**src/rtl/pdw_pkg.sv**
```systemverilog
package pdw_pkg;

    localparam int PATH_DEPTH = 64;
    localparam int ADDR_W     = $clog2(PATH_DEPTH);
    localparam int CNT_W      = $clog2(PATH_DEPTH + 1);

    localparam int COORD_W  = 32;
    localparam int DIST_W   = 31;
    localparam int POINT_W  = 3 * COORD_W;
    localparam int MAG_W    = COORD_W;
    localparam int PROD_W   = 2 * MAG_W;
    localparam int SUMSQ_W  = PROD_W + 2;
    localparam int LEN_W    = SUMSQ_W / 2;

    localparam int MUL_STEPS  = MAG_W;
    localparam int ROOT_STEPS = LEN_W;
    localparam int DIV_STEPS  = PROD_W;

    localparam logic [1:0] CMD_LOAD    = 2'd0;
    localparam logic [1:0] CMD_ADVANCE = 2'd1;
    localparam logic [1:0] CMD_QUERY   = 2'd2;

    typedef enum logic [4:0] {
        ST_IDLE,
        ST_SEG_CHECK,
        ST_RD_P0,
        ST_RD_P1,
        ST_DIFF,
        ST_SQ_GO,
        ST_SQ_WAIT,
        ST_ROOT_GO,
        ST_ROOT_WAIT,
        ST_DECIDE,
        ST_I_MUL_GO,
        ST_I_MUL_WAIT,
        ST_I_DIV_GO,
        ST_I_DIV_WAIT,
        ST_WB,
        ST_Q_CHECK,
        ST_Q_ISSUE,
        ST_Q_LOAD,
        ST_OUT
    } t_state;

endpackage

```
**src/rtl/pdw_sqrt.sv**
```systemverilog
// Restoring integer square root, one root bit per cycle.
module pdw_sqrt (
    input  logic                          i_clk,
    input  logic                          i_rst_n,
    input  logic                          i_start,
    input  logic [pdw_pkg::SUMSQ_W-1:0]   i_rad,
    output logic [pdw_pkg::LEN_W-1:0]     o_root,
    output logic                          o_done
);
    localparam int CW = $clog2(pdw_pkg::ROOT_STEPS + 1);
    localparam int RW = pdw_pkg::LEN_W + 1;

    logic                        r_busy;
    logic                        r_done;
    logic [CW-1:0]               r_cnt;
    logic [pdw_pkg::SUMSQ_W-1:0] r_rad;
    logic [RW-1:0]               r_rem;
    logic [pdw_pkg::LEN_W-1:0]   r_root;
    logic [RW+1:0]               n_shift;
    logic [RW+1:0]               n_trial;

    always_comb begin
        n_shift = {r_rem, r_rad[pdw_pkg::SUMSQ_W-1 -: 2]};
        n_trial = {1'b0, r_root, 2'b01};
    end

    always_ff @(posedge i_clk) begin
        if (!i_rst_n) begin
            r_busy <= 1'b0;
            r_done <= 1'b0;
            r_cnt  <= '0;
        end else begin
            r_done <= 1'b0;
            if (i_start) begin
                r_busy <= 1'b1;
                r_cnt  <= CW'(pdw_pkg::ROOT_STEPS);
            end else if (r_busy) begin
                r_cnt <= r_cnt - 1'b1;
                if (r_cnt == CW'(1)) begin
                    r_busy <= 1'b0;
                    r_done <= 1'b1;
                end
            end
        end
    end

    always_ff @(posedge i_clk) begin
        if (i_start) begin
            r_rad  <= i_rad;
            r_rem  <= '0;
            r_root <= '0;
        end else if (r_busy) begin
            r_rad <= r_rad << 2;
            if (n_shift >= n_trial) begin
                r_rem  <= RW'(n_shift - n_trial);
                r_root <= {r_root[pdw_pkg::LEN_W-2:0], 1'b1};
            end else begin
                r_rem  <= RW'(n_shift);
                r_root <= {r_root[pdw_pkg::LEN_W-2:0], 1'b0};
            end
        end
    end

    assign o_root = r_root;
    assign o_done = r_done;
endmodule

```
**config.mk**
```make
export PLATFORM = sky130hd
export DESIGN_NAME = pdw_sqrt
export DESIGN_NICKNAME = d
export VERILOG_FILES = /design/src/rtl/pdw_pkg.sv /design/src/rtl/pdw_sqrt.sv
export SDC_FILE = /design/constraint.sdc
export NUM_CORES = 1
export LEC_CHECK = 0
export BUFFER_PORTS_ARGS = -buffer_cell sky130_fd_sc_hd__buf_2
export CORE_ASPECT_RATIO = 0.7
export CORE_MARGIN = 3
export CORE_UTILIZATION = 65
export CTS_BUF_LIST = sky130_fd_sc_hd__clkbuf_4 sky130_fd_sc_hd__clkbuf_8
export CTS_CLUSTER_SIZE = 30
export DETAILED_ROUTE_END_ITERATION = 8
export PLACE_DENSITY = 0.87
export RECOVER_POWER = 100
export SETUP_SLACK_MARGIN = 0.15
export SYNTH_ARGS = -nofsm -noshare
export SYNTH_HDL_FRONTEND = slang
export SYNTH_SLANG_ARGS = --single-unit
```
**constraint.sdc**
```tcl
create_clock -name i_clk -period 8.4 [get_ports i_clk]
set_clock_uncertainty 0.2 [all_clocks]
set_input_delay 1.68 -clock i_clk [delete_from_list [all_inputs] [get_ports i_clk]]
set_output_delay 1.68 -clock i_clk [all_outputs]
set_load 0.01 [all_outputs]
```
==> results of run 1 <==
==> power groups by stage <==
| stage | sequential [uW] | clock (uW) | combinational, uW |
|---|---|---|---|
| after floorplan | 827 | 0 | 600 |
| after global placement | 840 | 0 | 687 |
| after detailed placement | 844 | 0 | 718 |
| after CTS | 830 | 545 | 730 |
| after global routing | 836 | 574 | 808 |
| final | 830 | 536 | 747 |
==> logic make-up (layout without fill, tap and decap cells) <==
| family | after synthesis | after routing | share of synthesized area |
|---|---|---|---|
| flip-flops | 141 | 141 | 0.4493 |
| AND/OR/NAND/NOR | 164 | 164 | 0.09425 |
| adder cells (fa/ha/maj) | 37 | 37 | 0.05972 |
| AO/OA/AOI/OAI | 149 | 149 | 0.1344 |
| multiplexers | 129 | 129 | 0.1775 |
| buffers and inverters | 82 | 180 | 0.04519 |
| XOR/XNOR | 35 | 35 | 0.03954 |
==> how the worst max path moves through the flow <==
stage               startpoint         to  depth (start not counted)
detailed placement     i_start  r_rad[49]                          3
floorplan              i_start   r_rad[0]                          3
CTS                  o_root[0]  r_rem[15]                         12
finish                 i_start  r_rad[54]                          3
global route           i_start  r_rad[25]                          3
global placement       i_start  r_rad[45]                          3
==> state kept, by name (all words and copies together), names as in the netlist <==
name and cells:
r_rad 66, o_done 1, o_root 33, r_cnt 6, r_busy 1, r_rem 34
==> tightest hold or removal path: cells and delay by family, from the launching register on <==
family	cells	cell delay, ps
AOI/OAI and AO/OA	1	50
DFF	1	330
and+or+nand+nor	1	80
==> layout make-up <==
| cell class | instances | area share |
|---|---|---|
| multi-input combinational | 514 | 0.4533 |
| sequential | 141 | 0.4039 |
| timing repair buffer | 106 | 0.05754 |
| clock buffer | 17 | 0.02710 |
| tap | 153 | 0.02217 |
| inverter | 42 | 0.01826 |
| clock inverter | 15 | 0.01768 |
==> Yosys cell counts (10+ instances only) <==
library cell / count
nor2_1: 81
ha_1: 37
a21oi_1: 37
dfxtp_1: 75
o21ai_0: 14
edfxtp_1: 66
mux2i_1: 64
clkbuf_1: 22
nand3_1: 11
inv_1: 42
a211oi_1: 37
xor2_1: 19
o21a_1: 10
nand2_1: 33
xnor2_1: 16
a21o_1: 14
mux2_2: 64
==> layer usage <==
metal / vias up / global-route usage / routed length [um]
met3: 33 / 0.06522 / 1223
li1: 2842 / - / -
met4: 0 / 0.07978 / 324
met5: - / 0 / 0
met1: 2835 / 0.3518 / 7538
met2: 243 / 0.3993 / 8009
==> per-stage QoR <==
step,instance area (um^2),hold WS (ps),util,total power [uW]
after floorplan,7752,262.9,-,1427
after global placement,8298,273.3,0.7323,1526
after detailed placement,8298,294.9,0.7323,1562
after CTS,8685,308.9,0.7665,2105
after global routing,8633,340.3,0.7619,2218
final,8633,309.6,0.7619,2114
==> placed cells by master, fill, tap and decap left out, types with 4 or more instances in the layout <==
master and count:
nor2b_1 4, nand2_1 33, mux2_2 63, dfxtp_1 74
nand3_1 11, nor2_1 81, mux2i_1 64, xnor2_1 16
edfxtp_1 66, clkbuf_1 35, ha_1 37, nor3_1 8
a21oi_1 37, buf_2 67, xor2_1 19, o21a_1 10
o211ai_1 5, a211oi_1 38, nand4_1 8, o21bai_1 4
buf_4 4, clkbuf_8 17, a21o_1 14, o21ai_0 14
clkinv_4 5, inv_1 42
==> metrics.md, run 1 <==
| Metric | Value |
|---|---|
| Outcome | finished, violations left |
| Failing checks | capacitance limit, slew limit |
| Drt wl/cell | 17.30 um |
| CP top delay family | buffers and inverters |
| Worst Hold End | r_rem[20] |
| Post-CTS setup buffer count | 0 |
| Worst skew pair latency | 450 ps |
| Crit path DAT | 5120 ps |
| Filler cell count | ~770 |
| Int Power | ~1400 uW |
| Initial core utilization | 0.6842 |
| TritonCTS clock tree | done |
| Remaining Overflow, GRT | 0 |
| Vias in the first global route | 5733 |
| Final setup vio count | 0 |
| Sequential cell area | 3487 um^2 |
| Leak Pwr | 0.003415 uW |
| Net Sw Frac | 0.3579 |
| DR vias/cell | 6.025 |
| FF-to-FF Start | o_root[0] |
| Worst r2r dst | r_rem[33] |
| Fmax achieved | 195.5 MHz |
| Cell taking the most area after synthesis | edfxtp_1 |
| CTS Sinks | 141 |
| Max cap viols | 1 |
| Req. time, crit path | 8400 ps |
| Type of the worst setup path | in -> reg |
| Post-DP HPWL | 11700 um |
| Vias | 5953 |
| Antenna Violating Nets Remaining | 0 |
| Area of the multi-input gates | around 4000 um^2 |
| RSZ-0062 raised after global routing | false |
| Final critical-path required period | just over 5000 ps |
| Largest net degree at the start of global routing | 76 |
| Dpl cells | 956 |
| Diodes inserted | 0 |
| Setup TNS | 0 ps |
| Comb pwr share | 0.353 |
| Mapped cell area | 7752 um^2 |
| CP Capture Type | register |
| Ys flop type | dfxtp_1 |
| Final Hold Viols | 0 |
| Pwr dens | 244.9 nW/um^2 |
| Sequential Power Share | 0.393 |
| Mapped Avg Cell Area | 10.52 um^2 |
| Synth-to-Final Area Change | 11.36% |
| Global-route wire length before repair | 27320 um |
| Place WS | 4472 ps |
| Worst Setup Start Kind | input port |
| Largest cells by area after synthesis | edfxtp_1 26%, dfxtp_1 19%, mux2_2 9.3%, mux2i_1 8.3%, ha_1 6.0% |
| Final wirelength | 17100 um |
| I/O pin count | 103 |
| Max incr delay on CP | 2030 ps |
| Port bufs | 102 |
| PnR worst setup slack | 3286 ps |
| CTS clock-pin slew for the worst setup and hold paths | approximately 80 ps |
| Buf/Inv on CP | 2 |
| Reg2Reg Setup Slack | between 4000 and 5000 ps |
| Hold Path Class | reg -> reg |
| Die H | 97.37 um |
| Die X | around 140 um |
| Worst-case reg-to-reg path depth | 12 |
| Sequential cell area fraction in the yosys report | 0.4493 |
| Critical-path cell list | clkbuf_1, buf_4, mux2_2 |
| Rows | 32 |
| Netlist cell types | 59 |
| CP max-delay cell | clkbuf_1 |
| Routability cong. | 0.9610 |
| Post-route DRC violation count | 0 |
| CTS Hold Bufs | 0 |
| CTS Root Cell | clkbuf_8 |
| Cts bufs inserted | 17 |
| Clock buffer depth | 2 |
| Synth Instances | 737 |
| Detailed router's first-iteration violation count | between 400 and 500 |
| H-tree levels | 4 |
| Worst rel slew slack | -0.9463 |
| Die Area | about 13000 um^2 |
| Number of synthesized flops with an enable pin | 66 |
| Mapped Nets | 843 |
| First-pass DRT Iterations | 6 |
| Synth warnings | 0 |
| Layout Nets | 928 |
| Antenna violations before repair | 0 |
| Max FO, Critical Path | 75 |
| Core area | ~11000 um^2 |
| Synth async-reset ratio | 0 |
| Fin crit share | 0.6088 |
| Final Slew Violations | 66 |
| Register bit total from synthesis | 141 |
| HP Start | r_rem[20] |
| Psw | 756.6 uW |
| Clock power share | 0.254 |
| Max VDD drop | 0.1699 mV |
| Slew @ Worst Pin | 2920 ps |
| Global Route Usage Sum | 0.2564 |
| Share of cells above drive strength 1 | 0.2132 |
| Synth top area share | 0.2556 |
| CTS resizes | 0 |
| WHS Path Cells | 2 |
| Non-filler cells, final | 988 |
Power figures use the tool's default switching activity.
==> run 2, diff against run 1 <==
Settings changed: CORE_UTILIZATION 65 to 54, PLACE_DENSITY 0.87 to 0.77.
Clock period 8.4 ns to 4.14 ns, I/O delays scaled along.
==> run 2 against run 1 <==
The run still ends with capacitance limit, slew limit left. Clock power grew 96%. Wire length fell by 4.1%. Die area rose by 19%. Register-to-register slack got worse by 4200 ps. Worst hold slack lost 6.5 ps. Combinational power rose by 97%. Sequential cell count unchanged. Sequential share of layout area shrank 0.12 points. Utilization down 12 points. Critical endpoint is now r_rem[12]. Largest power group unchanged. Highest routed layer unchanged.
==> metrics.md, run 2 (same netlist as run 1, synthesis figures left out) <==
| Metric | Value |
|---|---|
| Outcome | finished, violations left |
| Failing checks | capacitance limit, slew limit |
| Largest net degree at the start of global routing | 117 |
| CTS Hold Bufs | 0 |
| Max FO, Critical Path | 19 |
| Pwr dens | ~490 nW/um^2 |
| Max VDD drop | 0.2357 mV |
| Clock buffer depth | 2 |
| Layout Nets | 928 |
| Worst r2r dst | r_rem[12] |
| Post-DP HPWL | 11610 um |
| Sequential Power Share | 0.401 |
| Area after DPL | ~8400 um^2 |
| Final Hold Slack | a little over 300 ps |
| Type of the worst setup path | reg -> reg |
| Final Hold Viols | 0 |
| Req. time, crit path | 4200 ps |
| Die Area | roughly 16000 um^2 |
| Final setup vio count | 0 |
| Initial core utilization | 0.5711 |
| Hold Path Class | reg -> reg |
| Reg2Reg Setup Slack | between 400 and 500 ps |
| Non-filler cells, final | approximately 1000 |
| Rows | 35 |
| Synth-to-Final Area Change | 11.68% |
| Remaining Overflow, GRT | 0 |
| DR vias/cell | 5.587 |
| Max cap viols | 1 |
| Detailed router's first-iteration violation count | approximately 370 |
| Antenna Violating Nets Remaining | 0 |
| Core area | 13580 um^2 |
| H-tree levels | 4 |
| Int Power | 2708 uW |
| First-pass DRT Iterations | 5 |
| Leading cell type in the layout, fill and taps excluded | nor2_1 |
| RSZ-0062 raised after global routing | false |
| WHS Path Cells | 2 |
| Crit path DAT | 3710 ps |
| FF-to-FF Start | o_root[21] |
| Final design utilization | 0.6378 |
| Dpl cells | 988 |
| Setup TNS | 0 ps |
| CP Capture Type | register |
| CTS Sinks | between 100 and 150 |
| Largest register FFs | 66 |
| Final wirelength | between 15000 and 20000 um |
| HP Start | r_rem[33] |
| Global Route Usage Sum | 0.2078 |
| Clock power share | 0.249 |
| Antenna violations before repair | 0 |
| Worst skew pair latency | 440 ps |
| Worst rel slew slack | -0.07295 |
| Worst Hold End | r_rem[33] |
| Fin crit share | 0.8824 |
| Share of cells above drive strength 1 | 0.2156 |
| Commonest non-fill, non-tap cells in the layout | 81 x nor2_1, 74 x dfxtp_1, 67 x buf_2, 66 x edfxtp_1 |
| Worst Setup Start Kind | register |
| Die H | 106.2 um |
| Final critical-path required period | 3653 ps |
| Drt wl/cell | 16.07 um |
| Post-route DRC violation count | 0 |
| Worst-case reg-to-reg path depth | 12 |
| Leak Pwr | 0.003406 uW |
| Vias in the first global route | 5515 |
| CTS clock-pin slew for the worst setup and hold paths | 90 ps |
| Net Sw Frac | 0.3559 |
| Finished Cell Area | 8658 um^2 |
| Vias | about 5700 |
| CTS Root Cell | clkbuf_8 |
| Cts bufs inserted | 17 |
| Global-route wire length before repair | between 20000 and 30000 um |
| Diodes inserted | 0 |
| Comb pwr share | 0.351 |
| Fmax achieved | 273.7 MHz |
| Slew @ Worst Pin | 1609 ps |
| Routability cong. | between 0.9 and 1 |
| Biggest register | r_rad |
| Final Slew Violations | 67 |
| TritonCTS clock tree | done |
| Psw | between 1000 and 1500 uW |
| Post-CTS setup buffer count | 0 |
| CTS resizes | 0 |
| I/O pin count | approximately 100 |
| Port bufs | between 100 and 150 |
| Filler cell count | between 1000 and 1500 |
| Die X | ~150 um |
-- run 2: metrics by stage --
step           power [uW]  setup slack [ps]
2_1_floorplan        2895              1258
3_3_place_gp         3116             746.4
3_5_place_dp         3171             533.2
4_1_cts              4224             527.2
5_1_grt              4451             252.9
6_report             4205             486.9
-- run 2: final cells by class --
type                            count  area (um^2)  share of cell area
Clock buffer                       18        247.7             0.02861
Clock inverter                     14        125.1             0.01445
Inverter                           42        157.7             0.01821
Multi-Input combinational cell    514         3915              0.4522
Sequential cell                   141         3487              0.4027
Tap cell                          185        231.5             0.02673
Timing Repair Buffer              106        494.2             0.05708
-- run 2: power groups by stage --
stage	clock network (uW)	logic (uW)	registers, uW
after floorplan	0	1220	1680
after global placement	0	1410	1710
after detailed placement	0	1460	1710
after CTS	1070	1470	1680
after global routing	1130	1620	1700
final	1050	1470	1690
-- run 2: worst max-delay path, stage by stage, from the launching register on --
cell and delay (ps):
dfxtp_1 400, inv_1 60, ha_1 370, and2_0 240, a21oi_1 180, o21ai_0 110, a21o_1 220, a21oi_4 180
a211oi_2 110, nor2_4 520, buf_4 460, mux2i_1 280, a211oi_1 110
-- run 2: worst max-delay path by stage --
stage | start | end
after CTS | o_root[11] | r_rem[12]
after global routing | o_root[21] | r_rem[12]
final | o_root[21] | r_rem[12]
after global placement | o_root[0] | r_rem[23]
after floorplan | o_root[13] | r_rem[11]
after detailed placement | o_root[0] | r_rem[12]
-- run 2: routing by layer --
| layer | vias up | global-route usage | wire length [um] |
|---|---|---|---|
| met3 | 32 | 0.04900 | 882 |
| met5 | - | 0 | 0 |
| met1 | 2677 | 0.3047 | 8046 |
| met4 | 0 | 0.07185 | 315 |
| met2 | 146 | 0.3007 | 7146 |
| li1 | 2844 | - | - |
