<file path="config.mk">
export PLATFORM = sky130hd
export DESIGN_NAME = pdw_mul
export DESIGN_NICKNAME = d
export VERILOG_FILES = /design/src/rtl/pdw_pkg.sv /design/src/rtl/pdw_mul.sv
export SDC_FILE = /design/constraint.sdc
export NUM_CORES = 1
export LEC_CHECK = 0
export ABC_AREA = 1
export BUFFER_PORTS_ARGS = -buffer_cell sky130_fd_sc_hd__buf_2
export CAP_MARGIN = 20
export CORE_ASPECT_RATIO = 1.25
export CORE_MARGIN = 4
export CORE_UTILIZATION = 40
export CTS_BUF_LIST = sky130_fd_sc_hd__clkbuf_2 sky130_fd_sc_hd__clkbuf_4 sky130_fd_sc_hd__clkbuf_8
export DETAILED_ROUTE_END_ITERATION = 10
export SKIP_CTS_REPAIR_TIMING = 1
export SLEW_MARGIN = 40
export SYNTH_ARGS = -nofsm -noshare
export SYNTH_HDL_FRONTEND = slang
export SYNTH_SLANG_ARGS = --single-unit
</file>
<file path="constraint.sdc">
create_clock -name i_clk -period 3.9 [get_ports i_clk]
set_input_delay 0.78 -clock i_clk [delete_from_list [all_inputs] [get_ports i_clk]]
set_output_delay 0.78 -clock i_clk [all_outputs]
set_load 0.02 [all_outputs]
</file>
<file path="src/rtl/pdw_pkg.sv">
package pdw_pkg;

    localparam int PATH_DEPTH = 64;
    localparam int ADDR_W     = $clog2(PATH_DEPTH);
    localparam int CNT_W      = $clog2(PATH_DEPTH + 1);

    localparam int COORD_W  = 32;
    localparam int DIST_W   = 31;
    localparam int POINT_W  = 3 * COORD_W;
    localparam int MAG_W    = COORD_W;
    localparam int PROD_W   = 2 * MAG_W;
    localparam int SUMSQ_W  = PROD_W + 2;
    localparam int LEN_W    = SUMSQ_W / 2;

    localparam int MUL_STEPS  = MAG_W;
    localparam int ROOT_STEPS = LEN_W;
    localparam int DIV_STEPS  = PROD_W;

    localparam logic [1:0] CMD_LOAD    = 2'd0;
    localparam logic [1:0] CMD_ADVANCE = 2'd1;
    localparam logic [1:0] CMD_QUERY   = 2'd2;

    typedef enum logic [4:0] {
        ST_IDLE,
        ST_SEG_CHECK,
        ST_RD_P0,
        ST_RD_P1,
        ST_DIFF,
        ST_SQ_GO,
        ST_SQ_WAIT,
        ST_ROOT_GO,
        ST_ROOT_WAIT,
        ST_DECIDE,
        ST_I_MUL_GO,
        ST_I_MUL_WAIT,
        ST_I_DIV_GO,
        ST_I_DIV_WAIT,
        ST_WB,
        ST_Q_CHECK,
        ST_Q_ISSUE,
        ST_Q_LOAD,
        ST_OUT
    } t_state;

endpackage

</file>
<file path="src/rtl/pdw_mul.sv">
// Shift-and-add multiplier, one multiplier bit per cycle.
module pdw_mul (
    input  logic                          i_clk,
    input  logic                          i_rst_n,
    input  logic                          i_start,
    input  logic [pdw_pkg::MAG_W-1:0]     i_a,
    input  logic [pdw_pkg::MAG_W-1:0]     i_b,
    output logic [pdw_pkg::PROD_W-1:0]    o_product,
    output logic                          o_done
);
    localparam int CW = $clog2(pdw_pkg::MUL_STEPS + 1);

    logic                       r_busy;
    logic                       r_done;
    logic [CW-1:0]              r_cnt;
    logic [pdw_pkg::PROD_W-1:0] r_acc;
    logic [pdw_pkg::PROD_W-1:0] r_mcand;
    logic [pdw_pkg::MAG_W-1:0]  r_mplier;

    always_ff @(posedge i_clk) begin
        if (!i_rst_n) begin
            r_busy <= 1'b0;
            r_done <= 1'b0;
            r_cnt  <= '0;
        end else begin
            r_done <= 1'b0;
            if (i_start) begin
                r_busy <= 1'b1;
                r_cnt  <= CW'(pdw_pkg::MUL_STEPS);
            end else if (r_busy) begin
                r_cnt <= r_cnt - 1'b1;
                if (r_cnt == CW'(1)) begin
                    r_busy <= 1'b0;
                    r_done <= 1'b1;
                end
            end
        end
    end

    always_ff @(posedge i_clk) begin
        if (i_start) begin
            r_acc    <= '0;
            r_mcand  <= pdw_pkg::PROD_W'(i_a);
            r_mplier <= i_b;
        end else if (r_busy) begin
            if (r_mplier[0]) begin
                r_acc <= r_acc + r_mcand;
            end
            r_mcand  <= r_mcand << 1;
            r_mplier <= r_mplier >> 1;
        end
    end

    assign o_product = r_acc;
    assign o_done    = r_done;
endmodule

</file>
==> flow_metrics.env, run 1 <==
export IMPL_result_of_the_run="finished, final reports clean"
export IMPL_postSynthAreaPerCell_um2=6.046
export IMPL_pwr_density_cell_nw_per_um2=340.9
export IMPL_numPlacedInstances=2544
export IMPL_synthCells=2047
export IMPL_data_arrival_time_of_the_critical_path_ns=2.97
export IMPL_n_antenna_cell=0
export IMPL_power_ir_vdd_worst_uv=186.8
export IMPL_clkPwrFrac_pct=29.3
export IMPL_port_buffers=131
export IMPL_gp_congestion=0.9611
export IMPL_startpoint_type="register"
export IMPL_cts_tree="built"
export IMPL_core_area_um2=30290
export IMPL_nets=2295
export IMPL_final_max_slew_violation_count=0
export IMPL_floorplan_die_width_um=165.3
export IMPL_yosys_register_bits=168
export IMPL_dieArea_um2=33830
export IMPL_vias=12120
export IMPL_p_int_mw=3.000
export IMPL_cts_root_to_sink_buffers=2
export IMPL_comb_power_share_pct=26.3
export IMPL_fin_setup_tns_ns=0
export IMPL_synthesis_area_um2=12380
export IMPL_io_pins=132
export IMPL_dominantRegCellSynth="sky130_fd_sc_hd__dfxtp_1"
export IMPL_avgViaCountPerCell=4.703
export IMPL_worst_slew_margin_rel_pct=48.77
export IMPL_num_fill_cells=3331
export IMPL_ctsHtreeMaxLevel=4
export IMPL_power_leakage_nw=8.026
export IMPL_rows=71
export IMPL_synth_commonest_cells="sky130_fd_sc_hd__nand2_1, sky130_fd_sc_hd__inv_1, sky130_fd_sc_hd__nor2_1, sky130_fd_sc_hd__dfxtp_1, sky130_fd_sc_hd__o21ai_0"
export IMPL_cts_reportedPaths_clkPinSlew_ns=0.10
export IMPL_timing_final_crit_period_ns=2.576
export IMPL_ctsRootBufferMaster="sky130_fd_sc_hd__clkbuf_8"
export IMPL_multiInputGateArea_um2=6769
export IMPL_dpl_wire_length_um=31660
export IMPL_route_final_wire_length_um=39620
export IMPL_grt_setup_unrepaired="false"
export IMPL_route_detailed_wl_per_inst_um=15.38
export IMPL_p_sw_share_pct=36.55
export IMPL_finClkSkew_ns=0.02299
export IMPL_cts_num_sinks=168
export IMPL_post_synth_top_area_cell="sky130_fd_sc_hd__nand2_1"
export IMPL_grt_remaining_overflow=0
export IMPL_layout_cells_non_filler=2576
export IMPL_synth_warnings=0
export IMPL_dr_first_iter_drc_count=624
export IMPL_clk_insertion_delay_late_ns=0.50
export IMPL_finalSetupViolCount=0
export IMPL_tritoncts_num_buffers=17
export IMPL_drc=0
export IMPL_synth_most_common_cell="sky130_fd_sc_hd__nand2_1"
export IMPL_grt_max_degree=73
export IMPL_fp_dieH_um=204.7
export IMPL_cap_viol_max_count=0
export IMPL_synth_lib_cells_used_distinct=35
export IMPL_start_util_pct=40.85
export IMPL_crit_type="register to register"
export IMPL_critPathCaptureType="register"
export IMPL_synth_edf_count=64
export IMPL_min_path_type="register to register"
export IMPL_number_of_global_route_vias_before_repair=11920
export IMPL_postSynth_asyncResetShare_pct=0
export IMPL_grtUsageTotal_pct=23.85
export IMPL_layout_worst_path_cycle_share_pct=66.06
export IMPL_p_seq_share_pct=44.4
export IMPL_flow_area_growth_from_synthesis_pct=12.07
export IMPL_cp_max_fo=4
export IMPL_synth_seq_area_share_pct=32.35
export IMPL_antenna_found_initial=0
export IMPL_achievable_frequency_mhz=388.1
export IMPL_net_switching_power_mw=1.729
export IMPL_fraction_of_layout_instances_using_a_drive_strength_above_1_pct=10.94
export IMPL_wire_length_of_the_first_global_routing_pass_um=62300
export IMPL_worst_slew_pin_transition_ns=0.7684
export IMPL_ant_nets=0
export IMPL_final_hold_viol_count=0
export IMPL_yosysTopAreaCellShare_pct=23.84
export IMPL_ff_latch_area_um2=4004
export IMPL_mappedNetlistNets=2180
export IMPL_drt_pass1_iter_count=5
export IMPL_synth_area_leaders="sky130_fd_sc_hd__nand2_1, sky130_fd_sc_hd__dfxtp_1, sky130_fd_sc_hd__edfxtp_1, sky130_fd_sc_hd__inv_1, sky130_fd_sc_hd__nor2_1"
export IMPL_worst_endpoint_required_ns=4.29
-- logic make-up after synthesis --
logic type	after synthesis	synth area share, %
AO/OA/AOI/OAI	132	5.500
adder cells (fa/ha/maj)	66	6.733
buffers and inverters	425	12.97
XOR/XNOR	33	2.335
flip-flops	168	32.35
AND/OR/NAND/NOR	1223	40.11
-- registers in the layout, indices dropped and copies added (netlist names) --
| signal | cells |
|---|---|
| o_product | 64 |
| r_mcand | 64 |
| r_cnt | 6 |
| r_mplier | 32 |
| r_busy | 1 |
| o_done | 1 |
-- critical path: stages, from the launching register on --
cell and delay, ns:
sky130_fd_sc_hd__edfxtp_1 0.40, sky130_fd_sc_hd__ha_1 0.24, sky130_fd_sc_hd__fa_1 0.47, sky130_fd_sc_hd__nand3_1 0.13, sky130_fd_sc_hd__nand3_1 0.19, sky130_fd_sc_hd__inv_1 0.10
sky130_fd_sc_hd__nor2_1 0.06, sky130_fd_sc_hd__o21ai_1 0.17, sky130_fd_sc_hd__nand2_1 0.26, sky130_fd_sc_hd__nand2_1 0.16, sky130_fd_sc_hd__nand2_1 0.06, sky130_fd_sc_hd__nand2_1 0.06
sky130_fd_sc_hd__nand3_1 0.06, sky130_fd_sc_hd__nand2_1 0.08, sky130_fd_sc_hd__inv_1 0.03
-- cell type report --
cell class | count | share of cell area, %
Sequential cell | 168 | 28.87
Multi-Input combinational cell | 1454 | 48.80
Timing Repair Buffer | 141 | 5.377
Clock buffer | 17 | 1.687
Tap cell | 401 | 3.617
Inverter | 380 | 10.30
Clock inverter | 15 | 1.344
-- final timing paths --
check                   from             to  slack [ns]  depth (start not counted)
setup / recovery  r_mcand[0]  o_product[44]        1.32                         14
hold / removal      r_cnt[0]       r_cnt[0]        0.49                          2
setup reg to reg  r_mcand[0]  o_product[44]        1.32                         14
hold reg to reg     r_cnt[0]       r_cnt[0]        0.49                          2
-- placed cells by master (no fill, tap or decap), drive strengths merged, types with 13 or more instances in the layout --
master  count
nor2      299
dfxtp     104
inv       379
clkinv     13
o21ai      74
xor2       26
edfxtp     64
clkbuf     17
nand3      82
ha         65
nand2     809
buf       141
a21oi      49
nor3       16
-- routing by layer --
layer  vias to the layer above  wire length (um)  global-route usage (%)
met1                      5381             16010                   26.96
met2                       243             20420                   43.78
met3                        79              1247                   3.240
li1                       6412                 -                       -
met4                         0              1935                   11.08
met5                         -                 0                       0
-- power by group through the flow --
stage	Sequential [mW]	Combinational, mW	Clock [mW]
after detailed placement	2.14	1.25	0
after floorplan	2.17	0.819	0
after global routing	2.12	1.41	1.49
after global placement	2.14	1.24	0
final	2.10	1.24	1.39
after CTS	2.10	1.26	1.43
-- metrics by stage --
| stage | setup WS [ns] | util, % | power, mW | hold slack [ns] | area [um^2] |
|---|---|---|---|---|---|
| 3_3_place_gp | 1.253 | 44.40 | 3.378 | 0.4792 | 13450 |
| 4_1_cts | 1.338 | 45.79 | 4.788 | 0.4955 | 13870 |
| 3_5_place_dp | 1.159 | 44.40 | 3.392 | 0.4817 | 13450 |
| 5_1_grt | 1.158 | 45.79 | 5.022 | 0.5121 | 13870 |
| 6_report | 1.324 | 45.79 | 4.729 | 0.4934 | 13870 |
| 2_1_floorplan | 0.8562 | - | 2.993 | 0.4627 | 12380 |
No activity file was read; power rests on OpenSTA's default activity.
==> run 2, diff against run 1 <==
ABC_AREA = 0   (was 1)
clock period = 2.13 ns   (was 3.9 ns; I/O delays follow)
==> run 2 against run 1 <==
Fmax decreased by 15%. Synthesized cell count fell by 48%. The run now ends with negative setup slack left. Via count fell by 23%. Largest cell class unchanged.
==> flow_metrics.env, run 2 <==
export IMPL_result_of_the_run="complete, but fails checks"
export IMPL_failing_checks="negative setup slack"
export IMPL_gp_congestion=0.8722
export IMPL_wirelength_met1_um=11960
export IMPL_wire_length_of_the_first_global_routing_pass_um=44000
export IMPL_flow_area_growth_from_synthesis_pct=46.31
export IMPL_synth_lib_cells_used_distinct=64
export IMPL_pre_cts_ws_ns=-0.8072
export IMPL_synthCells=1070
export IMPL_floorplan_die_width_um=149.0
export IMPL_cts_root_to_sink_buffers=2
export IMPL_tritoncts_num_buffers=17
export IMPL_grtUsageTotal_pct=19.65
export IMPL_detailroute_wirelength_met3_um=926
export IMPL_route_detailed_wl_per_inst_um=15.35
export IMPL_synth_most_common_cell="sky130_fd_sc_hd__nand2_1"
export IMPL_grt_setup_unrepaired="true"
export IMPL_startpoint_type="register"
export IMPL_drc=0
export IMPL_worst_endpoint_required_ns=2.50
export IMPL_worstRegToRegCells=13
export IMPL_mappedNetlistNets=1203
export IMPL_vias=9298
export IMPL_ctsRootBufferMaster="sky130_fd_sc_hd__clkbuf_8"
export IMPL_layout_common_cells="sky130_fd_sc_hd__buf_4, sky130_fd_sc_hd__nand2_1, sky130_fd_sc_hd__buf_2"
export IMPL_port_buffers=131
export IMPL_cts_reportedPaths_clkPinSlew_ns=0.09
export IMPL_synth_warnings=0
export IMPL_cts_num_sinks=168
export IMPL_start_util_pct=40.55
export IMPL_num_fill_cells=2215
export IMPL_timing_final_crit_period_ns=3.028
export IMPL_antenna_found_initial=0
export IMPL_crit_type="register to register"
export IMPL_dieArea_um2=27440
export IMPL_drt_pass1_iter_count=5
export IMPL_power_ir_vdd_worst_uv=430.1
export IMPL_synth_edf_count=64
export IMPL_yosys_register_bits=168
export IMPL_cap_viol_max_count=0
export IMPL_final_common_cell="sky130_fd_sc_hd__buf_4"
export IMPL_clk_insertion_delay_late_ns=0.49
export IMPL_route_final_wire_length_um=28070
export IMPL_avgViaCountPerCell=5.084
export IMPL_synth_commonest_cells="sky130_fd_sc_hd__nand2_1, sky130_fd_sc_hd__a21oi_1, sky130_fd_sc_hd__dfxtp_1, sky130_fd_sc_hd__nor2_1, sky130_fd_sc_hd__ha_1"
export IMPL_synth_seq_area_share_pct=40.29
export IMPL_pwr_density_cell_nw_per_um2=560.3
export IMPL_fin_hold_ws_ns=0.2019
export IMPL_rows=64
export IMPL_postSynth_asyncResetShare_pct=0
export IMPL_synth_area_leaders="sky130_fd_sc_hd__dfxtp_1, sky130_fd_sc_hd__edfxtp_1, sky130_fd_sc_hd__ha_1, sky130_fd_sc_hd__mux2_2, sky130_fd_sc_hd__a21oi_1"
export IMPL_n_antenna_cell=0
export IMPL_power_leakage_nw=6.633
export IMPL_worst_slew_margin_rel_pct=70.79
export IMPL_post_synth_top_area_cell="sky130_fd_sc_hd__dfxtp_1"
export IMPL_cp_max_fo=3
export IMPL_finalSetupViolCount=56
export IMPL_dominantRegCellSynth="sky130_fd_sc_hd__dfxtp_1"
export IMPL_dpl_wire_length_um=20890
export IMPL_yosysTopAreaCellShare_pct=20.95
export IMPL_layout_worst_path_cycle_share_pct=142.2
export IMPL_topRoutingLayerUsed="met4"
export IMPL_final_setup_worst_slack_ns=-0.8982
export IMPL_postSynthAreaPerCell_um2=9.287
export IMPL_dr_first_iter_drc_count=384
export IMPL_met2_wirelength_um=14820
export IMPL_final_hold_viol_count=0
export IMPL_fp_dieH_um=184.2
export IMPL_grt_remaining_overflow=0
export IMPL_io_pins=132
export IMPL_ant_nets=0
export IMPL_fraction_of_layout_instances_using_a_drive_strength_above_1_pct=45.43
export IMPL_min_path_type="input pin to register"
export IMPL_worst_slew_pin_transition_ns=0.4382
export IMPL_synthesis_area_um2=9937
export IMPL_grt_max_degree=84
export IMPL_critPathCaptureType="register"
export IMPL_final_max_slew_violation_count=0
export IMPL_whs_path_depth=2
export IMPL_achievable_frequency_mhz=330.2
export IMPL_fin_setup_tns_ns=-30.92
export IMPL_finClkSkew_ns=0.02121
export IMPL_number_of_global_route_vias_before_repair=9154
export IMPL_core_area_um2=24500
export IMPL_cts_tree="built"
export IMPL_ctsHtreeMaxLevel=4
export IMPL_nets=1619
export IMPL_data_arrival_time_of_the_critical_path_ns=3.39
-- run 2: cell types whose count changed in the layout (fill, tap and decap cells not counted), sizes merged, moves of 67 or more --
cell,delta
a21oi,+67
inv,-360
nand3,-67
buf,+313
nand2,-664
nor2,-220
-- run 2: metrics by stage --
step           util, %  area (um^2)  std cells  power (mW)
5_1_grt          59.33        14540       1829       8.555
6_report         59.33        14540       1829       8.146
3_3_place_gp     55.01        13480       1775       5.656
2_1_floorplan        -        10320       1070       4.849
3_5_place_dp     55.01        13480       1775       5.686
4_1_cts          56.58        13860       1807       7.999
-- run 2: area by class of cell --
class | instances | area, um^2 | share of cell area (%)
Clock buffer | 20 | 256.5 | 1.764
Clock inverter | 12 | 126.4 | 0.8692
Inverter | 18 | 67.56 | 0.4647
Multi-Input combinational cell | 827 | 6462 | 44.45
Sequential cell | 168 | 4023 | 27.67
Tap cell | 330 | 412.9 | 2.840
Timing Repair Buffer | 454 | 3191 | 21.94
-- run 2: kinds of logic after synthesis --
logic type	after synthesis	share of synthesized area (%)
AND/OR/NAND/NOR	309	13.60
AO/OA/AOI/OAI	302	19.64
flip-flops	168	40.29
multiplexers	97	10.56
buffers and inverters	75	2.846
adder cells (fa/ha/maj)	66	8.386
XOR/XNOR	53	4.671
-- run 2: layer usage --
metal | up-vias | global-route usage (%)
met2 | 144 | 36.60
li1 | 4703 | -
met4 | 0 | 4.286
met5 | - | 0
met3 | 28 | 3.837
met1 | 4423 | 23.31
-- run 2: path summary, 6_finish.rpt --
path                   start       endpoint  slack, ns
hold reg to reg     r_cnt[0]       r_cnt[0]       0.49
setup reg to reg  r_mcand[1]  o_product[57]      -0.90
hold / removal       i_rst_n         r_busy       0.20
setup / recovery  r_mcand[1]  o_product[57]      -0.90
-- run 2: power by group --
group / total (mW) / switching, mW / internal [mW]
logic: 2.12 / 1.02 / 1.10
clock network: 2.32 / 1.24 / 1.08
registers: 3.71 / 0.139 / 3.57
-- run 2: critical path: stages (launching register included) --
cell and delay (ns):
sky130_fd_sc_hd__edfxtp_1 0.46, sky130_fd_sc_hd__ha_4 0.30, sky130_fd_sc_hd__a211oi_2 0.07, sky130_fd_sc_hd__o21ba_2 0.24, sky130_fd_sc_hd__a211oi_4 0.26, sky130_fd_sc_hd__o2111a_2 0.32
sky130_fd_sc_hd__buf_4 0.13, sky130_fd_sc_hd__buf_4 0.12, sky130_fd_sc_hd__o21ai_4 0.06, sky130_fd_sc_hd__a31o_4 0.25, sky130_fd_sc_hd__o21ai_4 0.18, sky130_fd_sc_hd__a21oi_2 0.09
sky130_fd_sc_hd__and3_1 0.18, sky130_fd_sc_hd__a311o_1 0.27
