==> src/rtl/pdw_pkg.sv <==
package pdw_pkg;

    localparam int PATH_DEPTH = 64;
    localparam int ADDR_W     = $clog2(PATH_DEPTH);
    localparam int CNT_W      = $clog2(PATH_DEPTH + 1);

    localparam int COORD_W  = 32;
    localparam int DIST_W   = 31;
    localparam int POINT_W  = 3 * COORD_W;
    localparam int MAG_W    = COORD_W;
    localparam int PROD_W   = 2 * MAG_W;
    localparam int SUMSQ_W  = PROD_W + 2;
    localparam int LEN_W    = SUMSQ_W / 2;

    localparam int MUL_STEPS  = MAG_W;
    localparam int ROOT_STEPS = LEN_W;
    localparam int DIV_STEPS  = PROD_W;

    localparam logic [1:0] CMD_LOAD    = 2'd0;
    localparam logic [1:0] CMD_ADVANCE = 2'd1;
    localparam logic [1:0] CMD_QUERY   = 2'd2;

    typedef enum logic [4:0] {
        ST_IDLE,
        ST_SEG_CHECK,
        ST_RD_P0,
        ST_RD_P1,
        ST_DIFF,
        ST_SQ_GO,
        ST_SQ_WAIT,
        ST_ROOT_GO,
        ST_ROOT_WAIT,
        ST_DECIDE,
        ST_I_MUL_GO,
        ST_I_MUL_WAIT,
        ST_I_DIV_GO,
        ST_I_DIV_WAIT,
        ST_WB,
        ST_Q_CHECK,
        ST_Q_ISSUE,
        ST_Q_LOAD,
        ST_OUT
    } t_state;

endpackage

==> src/rtl/pdw_div.sv <==
// Restoring divider, one quotient bit per cycle.
module pdw_div (
    input  logic                          i_clk,
    input  logic                          i_rst_n,
    input  logic                          i_start,
    input  logic [pdw_pkg::PROD_W-1:0]    i_dividend,
    input  logic [pdw_pkg::LEN_W-1:0]     i_divisor,
    output logic [pdw_pkg::MAG_W-1:0]     o_quot,
    output logic                          o_done
);
    localparam int CW = $clog2(pdw_pkg::DIV_STEPS + 1);
    localparam int DW = pdw_pkg::LEN_W;

    logic                       r_busy;
    logic                       r_done;
    logic [CW-1:0]              r_cnt;
    logic [pdw_pkg::PROD_W-1:0] r_dq;
    logic [DW-1:0]              r_rem;
    logic [DW-1:0]              r_dvs;
    logic [DW:0]                n_shift;

    assign n_shift = {r_rem, r_dq[pdw_pkg::PROD_W-1]};

    always_ff @(posedge i_clk) begin
        if (!i_rst_n) begin
            r_busy <= 1'b0;
            r_done <= 1'b0;
            r_cnt  <= '0;
        end else begin
            r_done <= 1'b0;
            if (i_start) begin
                r_busy <= 1'b1;
                r_cnt  <= CW'(pdw_pkg::DIV_STEPS);
            end else if (r_busy) begin
                r_cnt <= r_cnt - 1'b1;
                if (r_cnt == CW'(1)) begin
                    r_busy <= 1'b0;
                    r_done <= 1'b1;
                end
            end
        end
    end

    always_ff @(posedge i_clk) begin
        if (i_start) begin
            r_dq  <= i_dividend;
            r_rem <= '0;
            r_dvs <= i_divisor;
        end else if (r_busy) begin
            if (n_shift >= {1'b0, r_dvs}) begin
                r_rem <= DW'(n_shift - {1'b0, r_dvs});
                r_dq  <= {r_dq[pdw_pkg::PROD_W-2:0], 1'b1};
            end else begin
                r_rem <= DW'(n_shift);
                r_dq  <= {r_dq[pdw_pkg::PROD_W-2:0], 1'b0};
            end
        end
    end

    assign o_quot = r_dq[pdw_pkg::MAG_W-1:0];
    assign o_done = r_done;
endmodule
==> config.mk <==
export PLATFORM = sky130hd
export DESIGN_NAME = pdw_div
export DESIGN_NICKNAME = d
export VERILOG_FILES = /design/src/rtl/pdw_pkg.sv /design/src/rtl/pdw_div.sv
export SDC_FILE = /design/constraint.sdc
export NUM_CORES = 1
export LEC_CHECK = 0
export ABC_AREA = 1
export BUFFER_PORTS_ARGS = -buffer_cell sky130_fd_sc_hd__buf_2
export CAP_MARGIN = 20
export CORE_MARGIN = 2
export CORE_UTILIZATION = 45
export DETAILED_ROUTE_END_ITERATION = 10
export PLACE_DENSITY = 0.74
export SYNTH_ARGS = -nofsm -noshare
export SYNTH_HDL_FRONTEND = slang
export SYNTH_SLANG_ARGS = --single-unit
export TNS_END_PERCENT = 10
==> constraint.sdc <==
create_clock -name i_clk -period 5.5 [get_ports i_clk]
set_clock_uncertainty 0.15 [all_clocks]
set_input_delay 0.825 -clock i_clk [delete_from_list [all_inputs] [get_ports i_clk]]
set_output_delay 0.825 -clock i_clk [all_outputs]
set_load 0.05 [all_outputs]
==> results.ini, run 1 <==
[status]
status=completed

[timing]
worst_pin_slew_ns=0.899
timing.final.max_slew_violations=0
finalSetupViolCount=0
min_period_ns=2.73
post-route-period-util_pct=49.6
rsz0062_at_grt=false
hold_viol=0
fin_tns_setup_ns=0
timing.slew.headroom_pct=39.9
fmax_mhz=366

[worst_setup_path]
crit_path_end_kind=flip-flop
critPathKind=flip-flop to flip-flop
cp.arrival_ns=2.93
crit_start=r_dq[63]
worstPathRequired_ns=5.70
critical_path_peak_fanout=36
reg2reg_slack_ns=2.77
critPathLaunchType=flip-flop
r2r_end=r_rem[9]
endpoint=r_rem[9]
reg2reg_from=r_dq[63]
reg2reg_depth=13

[synthesis]
postSynthAreaPerCell_um2=7.31
synth_cells=1188
ys_seq_area_share_pct=43.2
synth_top_flop_cell=edfxtp_1
synthSimpleGateAreaFrac_pct=33.9
synth_xor_area_share_pct=1.71
synth_compound_area_share_pct=2.95
synth_warnings=0
synth_edf_count=97
syn-cell-area_mm2=0.00868
muxShareOfSynthArea_pct=0
ys_ff_latch=139
synth_adder_area_share_pct=5.27
synth_fp_nets=1324
ys_types=39
synthArstFlopShare_pct=0
synth_top_family_by_area=simple AND/OR/NAND/NOR gates

[cells_and_area]
multiInputGateArea_mm2=0.00381
final_cell_mix=508 x nand2_1, 187 x inv_1, 131 x buf_2
nets=1419
drive_above_1_share_pct=15.7
area_delta_synth_final_pct=14.6
fillers=1860
seqCellArea_mm2=0.00375
final_common_cell=nand2_1

[placement]
place_hpwl_um=14700
io_buffers=132
finalWeightedCongestion=0.923

[clock_network]
clock_latency_ns=0.43
cts.sinks=139
cts.root.buffer_cell=clkbuf_16
cts_hold_buffers=0
clk_path_buf_depth=2
cts_buffers=17
cts_tree=yes
cts-resized-gates=0
cts_setup_buffers=0
cts_max_level=4
path_clk_slew_ns=0.07

[detailed_routing]
drt_iter0_drc=541
drt_pre_antenna_iters=5
drt_wl_total_um=20600
wire_per_inst_um=13.3
via_per_inst=4.76
ant_nets=0
via_count=7407
drc=0

[floorplan]
die-area_mm2=0.0204
core-area_mm2=0.0188
start_util_pct=46.1
core.rowCount=50
io_pins=133
die_height_um=143
die_w_um=143

[hold_path]
min_path_cells=2
hold_path.class=flip-flop to flip-flop

[grt]
grt_use_total_pct=21.1
grt_pass1_vias=7190
grt_start_max_net_pins=66
grt_pass1_wl_um=34100
grt_antenna_before_repair=1
grt_overflow_total=0

[job]
maxCapViolations=0

[power_and_ir_drop]
leakagePower_uw=0.00527
peakVddDrop_mv=0.212
power_per_cell_area_mw_per_mm2=288
fin_total_pwr_uw=2870

==> final cells by class <==
cell class | instances | share of cell area, %
clock inverters | 14 | 2.00
flip-flops and latches | 139 | 37.7
clock buffers | 18 | 4.31
well taps | 260 | 3.27
multi-input cells | 794 | 38.3
inverters | 194 | 7.32
diodes | 1 | 0.0251
repair buffers | 137 | 7.04
==> kinds of logic after synthesis <==
logic type,after synthesis
adder cells (fa/ha/maj),36
flip-flops,139
AO/OA/AOI/OAI,48
AND/OR/NAND/NOR,693
XOR/XNOR,17
buffers and inverters,255
==> metrics by stage <==
| step | worst slack [ns] | cells | hold slack [ns] | utilization (%) | cell area, um^2 |
|---|---|---|---|---|---|
| finish | 2.77 | 1557 | 0.303 | 52.8 | 9950 |
| global route | 2.54 | 1556 | 0.328 | 52.8 | 9950 |
| CTS | 2.79 | 1556 | 0.305 | 52.8 | 9950 |
| detailed placement | 2.74 | 1524 | 0.290 | 49.5 | 9320 |
| global placement | 2.79 | 1524 | 0.287 | 49.5 | 9320 |
| floorplan | 1.82 | 1188 | 0.276 | - | 8680 |
==> synth_stat cells, types with 2 or more instances <==
master	n	area (um^2)
a21oi_1	23	115
and2_1	3	18.8
buf_1	2	7.51
buf_2	5	25.0
buf_4	37	278
buf_6	3	33.8
clkbuf_1	14	52.6
dfxtp_1	42	841
edfxtp_1	97	2910
ha_1	35	438
inv_1	189	709
inv_2	4	15.0
nand2_1	508	1910
nand2_2	12	75.1
nand3_1	77	385
nand3b_1	21	158
nand4_1	3	18.8
nor2_1	43	161
nor2_2	7	43.8
nor2_4	2	22.5
nor3_1	10	50.1
o21ai_0	6	30.0
o21ai_1	13	65.1
o21bai_1	2	15.0
xnor2_1	13	114
xor2_1	4	35.0
==> worst max-delay path, cell delays in order, from the launching register on <==
cell and delay [ns]:
edfxtp_1 0.37, inv_1 0.09, ha_1 0.14, inv_1 0.07
fa_1 0.43, nand3_1 0.13, nand3_2 0.12, nand2_2 0.09
nand2_2 0.07, nand2_4 0.40, nand2_8 0.25, nand2_1 0.14
nand3_1 0.07, o21ai_1 0.12
==> routing by layer <==
metal  wire length [um]  up-vias  track usage (%)  part of all wire [%]
met2               9390      234             34.7                    46
met5                  7        -                0                 0.034
li1                   -     3837                -                     -
met3               1400       24             4.73                   6.8
met1               9580     3310             28.1                    46
met4                260        2             5.78                   1.3
==> worst min-delay path by stage <==
| stage | slack, ns | to | from |
|---|---|---|---|
| floorplan | 0.28 | r_rem[32] | r_rem[32] |
| global placement | 0.29 | r_rem[32] | r_rem[32] |
| detailed placement | 0.29 | r_rem[32] | r_rem[32] |
| CTS | 0.30 | r_rem[32] | r_rem[32] |
| global route | 0.33 | r_rem[32] | r_rem[32] |
| finish | 0.30 | r_rem[32] | r_rem[32] |
==> power breakdown <==
group          leakage [uW]  total (uW)  switching, uW  internal (uW)
Combinational       0.00364         381            268            113
Sequential          0.00132        1240           33.0           1210
Clock              0.000310        1240            508            736
Total               0.00527        2870            809           2060
==> registers in the layout (all words and copies together) (netlist names) <==
signal  count
r_dq       64
r_dvs      33
r_busy      1
o_done      1
r_cnt       7
r_rem      33
No activity file was read; power rests on OpenSTA's default activity.
==> run 2, diff against run 1 <==
- ABC_AREA: 1 -> 0
- clock period: 5.5 -> 2.6 ns (I/O delays scaled with it)
==> results.ini, run 2 <==
[grt]
grt_use_total_pct=21.5
grt_overflow_total=0
grt_pass1_vias=6370
grt_start_max_net_pins=65
grt_antenna_before_repair=1
grt_pass1_wl_um=30900

[floorplan]
die-area_mm2=0.0183
die_w_um=135
io_pins=133
start_util_pct=46.4
core-area_mm2=0.0167
core.rowCount=47
die_height_um=135

[worst_setup_path]
cp_cell_sequence=inv_1 > ha_2 > inv_2 > fa_2 > a21o_1 > a221oi_4 > o211a_1 > nor4_4 > o211a_1 > o32a_4 > buf_12 > mux2i_1 > a211oi_1
crit_path_end_kind=flip-flop
critical_path_peak_fanout=7
crit_path_max_incr_delay_ns=0.39
critPathSlowestCell=edfxtp_1
cp.arrival_ns=3.31
critPathLaunchType=flip-flop
critPathKind=flip-flop to flip-flop
crit_top_cell=o211a_1
reg2reg_depth=13
worstPathRequired_ns=2.78

[power_and_ir_drop]
power_per_cell_area_mw_per_mm2=629
leakagePower_uw=0.00438
fin_total_pwr_uw=6440
peakVddDrop_mv=0.487

[cells_and_area]
multiInputGateArea_mm2=0.00352
area_delta_synth_final_pct=32.1
final_util_pct=61.3
n_antenna_cell=0
drive_above_1_share_pct=37.9
largestRegisters=r_dq x64, r_dvs x33, r_rem x33
seqCellArea_mm2=0.00375
fillers=1415
top_register=r_dq
final_cell_mix=131 x buf_2, 112 x buf_4, 97 x edfxtp_1
final_cell_area_mm2=0.0102
final_common_cell=buf_2
largest_register_ffs=64
nets=1082

[synthesis]
synth_warnings=0
synth_top_area_cell=edfxtp_1
synth_cells=712
ys_top_cells_by_count=97 x edfxtp_1, 63 x mux2_2, 55 x nand2_1, 46 x nor2_1, 42 x dfxtp_1
synthArstFlopShare_pct=0
synth_edf_count=97
ys_ff_latch=139
netlist.area_leader.share_pct=37.6
synth_most_common_cell=edfxtp_1
ys_types=61
synth_fp_nets=848
syn-cell-area_mm2=0.00775
ys_seq_area_share_pct=48.4
synth_area_leaders=edfxtp_1 38%, dfxtp_1 11%, mux2_2 9.2%
postSynthAreaPerCell_um2=10.9
synth_top_flop_cell=edfxtp_1

[placement]
finalWeightedCongestion=0.871
place_hpwl_um=13400
place_area_mm2=0.00919
io_buffers=132

[timing]
fmax_mhz=319
post-route-period-util_pct=121
timing.final.max_slew_violations=0
worst_pin_slew_ns=0.547
timing.slew.headroom_pct=63.0
layout_setup_ws_ns=-0.539
finalSetupViolCount=34
hold_viol=0
rsz0062_at_grt=true
min_period_ns=3.14
fin_hold_ws_ns=0.0481

[status]
violations=setup timing
status=finished, violations left

[detailed_routing]
wire_per_inst_um=16.1
ant_nets=0
drc=0
drt_wl_total_um=18900
via_count=6196
drt_pre_antenna_iters=7
drt_iter0_drc=406
via_per_inst=5.26

[hold_path]
min_path_cells=2
hold_path.class=input port to flip-flop

[clock_network]
cts.sinks=139
clock_latency_ns=0.43
cts_tree=yes
clk_path_buf_depth=2
cts_buffers=17
cts_max_level=4
cts.root.buffer_cell=clkbuf_16
path_clk_slew_ns=0.07

[job]
maxCapViolations=0

[run 2: cell count changes after synthesis, moves of 9 or more]
cell	change
a211oi_1	+9
a21o_1	+12
a21oi_1	+10
clkbuf_1	+12
inv_1	-148
mux2_2	+63
mux2i_1	+21
nand2_1	-453
nand2_2	-12
nand3_1	-64
nand3b_1	-20
nand4_1	+9
o21ai_0	+10
[run 2: critical path: cells and delay by family (launching register included)]
family	cells	cell delay [ns]
flip-flops	1	0.39
multiplexers	1	0.11
AND/OR/NAND/NOR	1	0.05
adder cells (fa/ha/maj)	2	0.52
buffers and inverters	3	0.27
AO/OA/AOI/OAI	6	1.54
[run 2: path summary, 6_finish.rpt]
kind               end  slack (ns)      start
max reg2reg  r_rem[16]       -0.54   r_dq[63]
min           r_cnt[6]        0.05    i_rst_n
max          r_rem[16]       -0.54   r_dq[63]
min reg2reg  r_rem[13]        0.33  r_rem[13]
[run 2: where the power goes]
group,internal [uW],total [uW],switching [uW]
Sequential,2580,2650,75.0
Clock,1370,2460,1090
Combinational,584,1330,743
[run 2: cell type report]
class / instances / area share (%)
Sequential cell: 139 / 36.7
Multi-Input combinational cell: 466 / 34.4
Clock buffer: 17 / 4.16
Timing Repair Buffer: 281 / 18.8
Clock inverter: 15 / 1.76
Inverter: 41 / 1.50
Tap cell: 220 / 2.69
[run 2: stage by stage]
stage	cells	TNS (ns)	worst slack [ns]
6_report	1179	-15.19	-0.539
5_1_grt	1179	-19.70	-0.662
4_1_cts	1176	-12.73	-0.458
3_5_place_dp	1108	-14.75	-0.537
3_3_place_gp	1108	-12.03	-0.434
2_1_floorplan	712	-25.10	-0.405
[run 2: kinds of logic (layout without fill, tap and decap cells)]
kind of cell,count (synthesis),in the layout,share of synthesized area (%)
adders and majority gates,36,36,5.91
muxes,84,84,11.9
AOI/OAI and AO/OA,145,145,12.7
xor gates and xnor gates,32,32,3.62
and+or+nand+nor,169,169,10.3
buffers and inverters,107,354,7.18
DFF,139,139,48.4
[run 2: timing repair]
action,CTS,global route
pin swaps,5,10
setup buffers,3,3
resized for setup,7,8
setup endpoints to repair,34,34
hold endpoints to repair,33,0
hold buffers,33,0
[run 2: routing by layer]
layer | global-route usage, % | wire, um | up-vias | share of wire (%)
li1 | - | - | 3068 | -
met1 | 27.6 | 8450 | 2913 | 45
met2 | 35.3 | 8940 | 191 | 47
met3 | 5.95 | 1240 | 22 | 6.6
met4 | 7.12 | 278 | 2 | 1.5
met5 | 0 | 16 | - | 0.085
==> run 3, diff against run 2 <==
- CELL_PAD_IN_SITES_DETAIL_PLACEMENT: default -> 0
- CELL_PAD_IN_SITES_GLOBAL_PLACEMENT: default -> 1
- CORE_UTILIZATION: 45 -> 30
- PLACE_DENSITY: 0.74 -> 0.66
- REMOVE_ABC_BUFFERS: default -> 1
==> results.ini, run 3 (synthesis results as in run 2) <==
[status]
status=finished, violations left
violations=setup timing

[placement]
place_hpwl_um=14500
io_buffers=132
finalWeightedCongestion=0.832
pre_cts_slack_ns=-0.600

[cells_and_area]
final_util_pct=41.5
largestRegisters=r_dq x64, r_dvs x33, r_rem x33
area_delta_synth_final_pct=35.2
final_cell_mix=131 x buf_2, 116 x buf_4, 97 x edfxtp_1
final_common_cell=buf_2
largest_register_ffs=64
top_register=r_dq
drive_above_1_share_pct=38.4
nets=1089
n_antenna_cell=0

[job]
maxCapViolations=0

[worst_setup_path]
reg2reg_from=r_dq[63]
critPathLaunchType=flip-flop
crit_buf_inv=4
cp_cell_sequence=inv_1 > ha_2 > inv_2 > fa_2 > a21o_1 > a221oi_2 > buf_4 > o211a_4 > nor4_4 > o211a_1 > o32a_4 > buf_4 > mux2i_1 > a211oi_1
critical_path_peak_fanout=6
crit_start=r_dq[63]
reg2reg_slack_ns=-0.48
crit_cells=14
crit_path_end_kind=flip-flop
crit_top_cell=buf_4
crit_path_max_incr_delay_ns=0.40
critPathSlowestCell=edfxtp_1
worstPathRequired_ns=2.79
reg2reg_depth=14
r2r_end=r_rem[8]
critPathKind=flip-flop to flip-flop
cp.arrival_ns=3.27
path_delay_family=compound AO/OA/AOI/OAI gates
endpoint=r_rem[8]

[clock_network]
cts_tree=yes
cts_max_level=4
clk_path_buf_depth=2
cts.sinks=139
path_clk_slew_ns=0.06
cts.root.buffer_cell=clkbuf_16
clock_latency_ns=0.43
cts_buffers=17

[timing]
hold_viol=0
timing.slew.headroom_pct=54.0
worst_pin_slew_ns=0.687
fmax_mhz=325
rsz0062_at_grt=true
layout_setup_ws_ns=-0.482
fin_hold_ws_ns=0.0470
post-route-period-util_pct=119
min_period_ns=3.08
fin_tns_setup_ns=-13.53
timing.final.max_slew_violations=0
finalSetupViolCount=34

[detailed_routing]
via_count=6133
wire_per_inst_um=15.5
drt_pre_antenna_iters=4
drt_iter0_drc=345
drt_wl_total_um=20100
drc=0
ant_nets=0
via_per_inst=4.73

[power_and_ir_drop]
leakagePower_uw=0.00443
power_per_cell_area_mw_per_mm2=614
fin_total_pwr_uw=6430
peakVddDrop_mv=0.435

[floorplan]
core.rowCount=58
start_util_pct=30.7
die-area_mm2=0.0271
die_height_um=165
die_w_um=165
io_pins=133
core-area_mm2=0.0253

[grt]
grt_use_total_pct=15.6
grt_overflow_total=0
grt_pass1_vias=6408
grt_antenna_before_repair=1
grt_start_max_net_pins=57
grt_pass1_wl_um=33000

[hold_path]
hold_path.class=input port to flip-flop

run 3: cell count changes in the layout (fill, tap and decap cells not counted), sizes merged:
| cell | previous run | this run |
|---|---|---|
| buf | 248 | 254 |
| clkinv | 6 | 3 |
| clkbuf | 17 | 19 |
| inv | 47 | 49 |
run 3: worst min path at each step:
stage	start	endpoint	slack (ns)	cells past startpoint
floorplan	r_rem[9]	r_rem[9]	0.29	2
detailed placement	r_rem[17]	r_rem[17]	0.32	2
finish	i_rst_n	r_cnt[6]	0.05	2
global placement	r_rem[17]	r_rem[17]	0.31	2
global route	i_rst_n	r_cnt[6]	0.04	2
CTS	i_rst_n	r_cnt[6]	0.03	2
run 3: cell type report:
class / instances / area [um^2]
fill: 2523 / 14800
sequential: 139 / 3750
multi-input combinational: 466 / 3550
timing repair buffer: 288 / 2030
clock buffer: 18 / 429
tap: 330 / 413
inverter: 41 / 154
clock inverter: 14 / 149
run 3: metal layers:
metal  track usage [%]  vias to the layer above  wire [um]
met3              4.62                       16       1250
li1                  -                     3079          -
met4              3.95                        2        220
met1              20.7                     2872       9570
met5                 0                        -         11
met2              24.7                      164       9090
run 3: what timing repair did:
action                                 4_1_cts  5_1_grt
pin swaps                                   10        6
gates resized for setup                     13        8
hold buffers                                33        0
setup endpoints to repair                   34       34
buffers inserted                             2        0
cloned                                       1        1
endpoints found under the hold margin       33        0
run 3: per-stage QoR:
step	cell area (um^2)	instances
floorplan	7350	646
global route	10500	1296
CTS	10400	1295
finish	10500	1296
detailed placement	9390	1227
global placement	9390	1227
run 3: report_power, final:
| part | switching [uW] | internal [uW] | total [uW] |
|---|---|---|---|
| Sequential | 80.1 | 2580 | 2660 |
| Clock | 1090 | 1360 | 2450 |
| Combinational | 736 | 588 | 1320 |
| Total | 1910 | 4520 | 6430 |
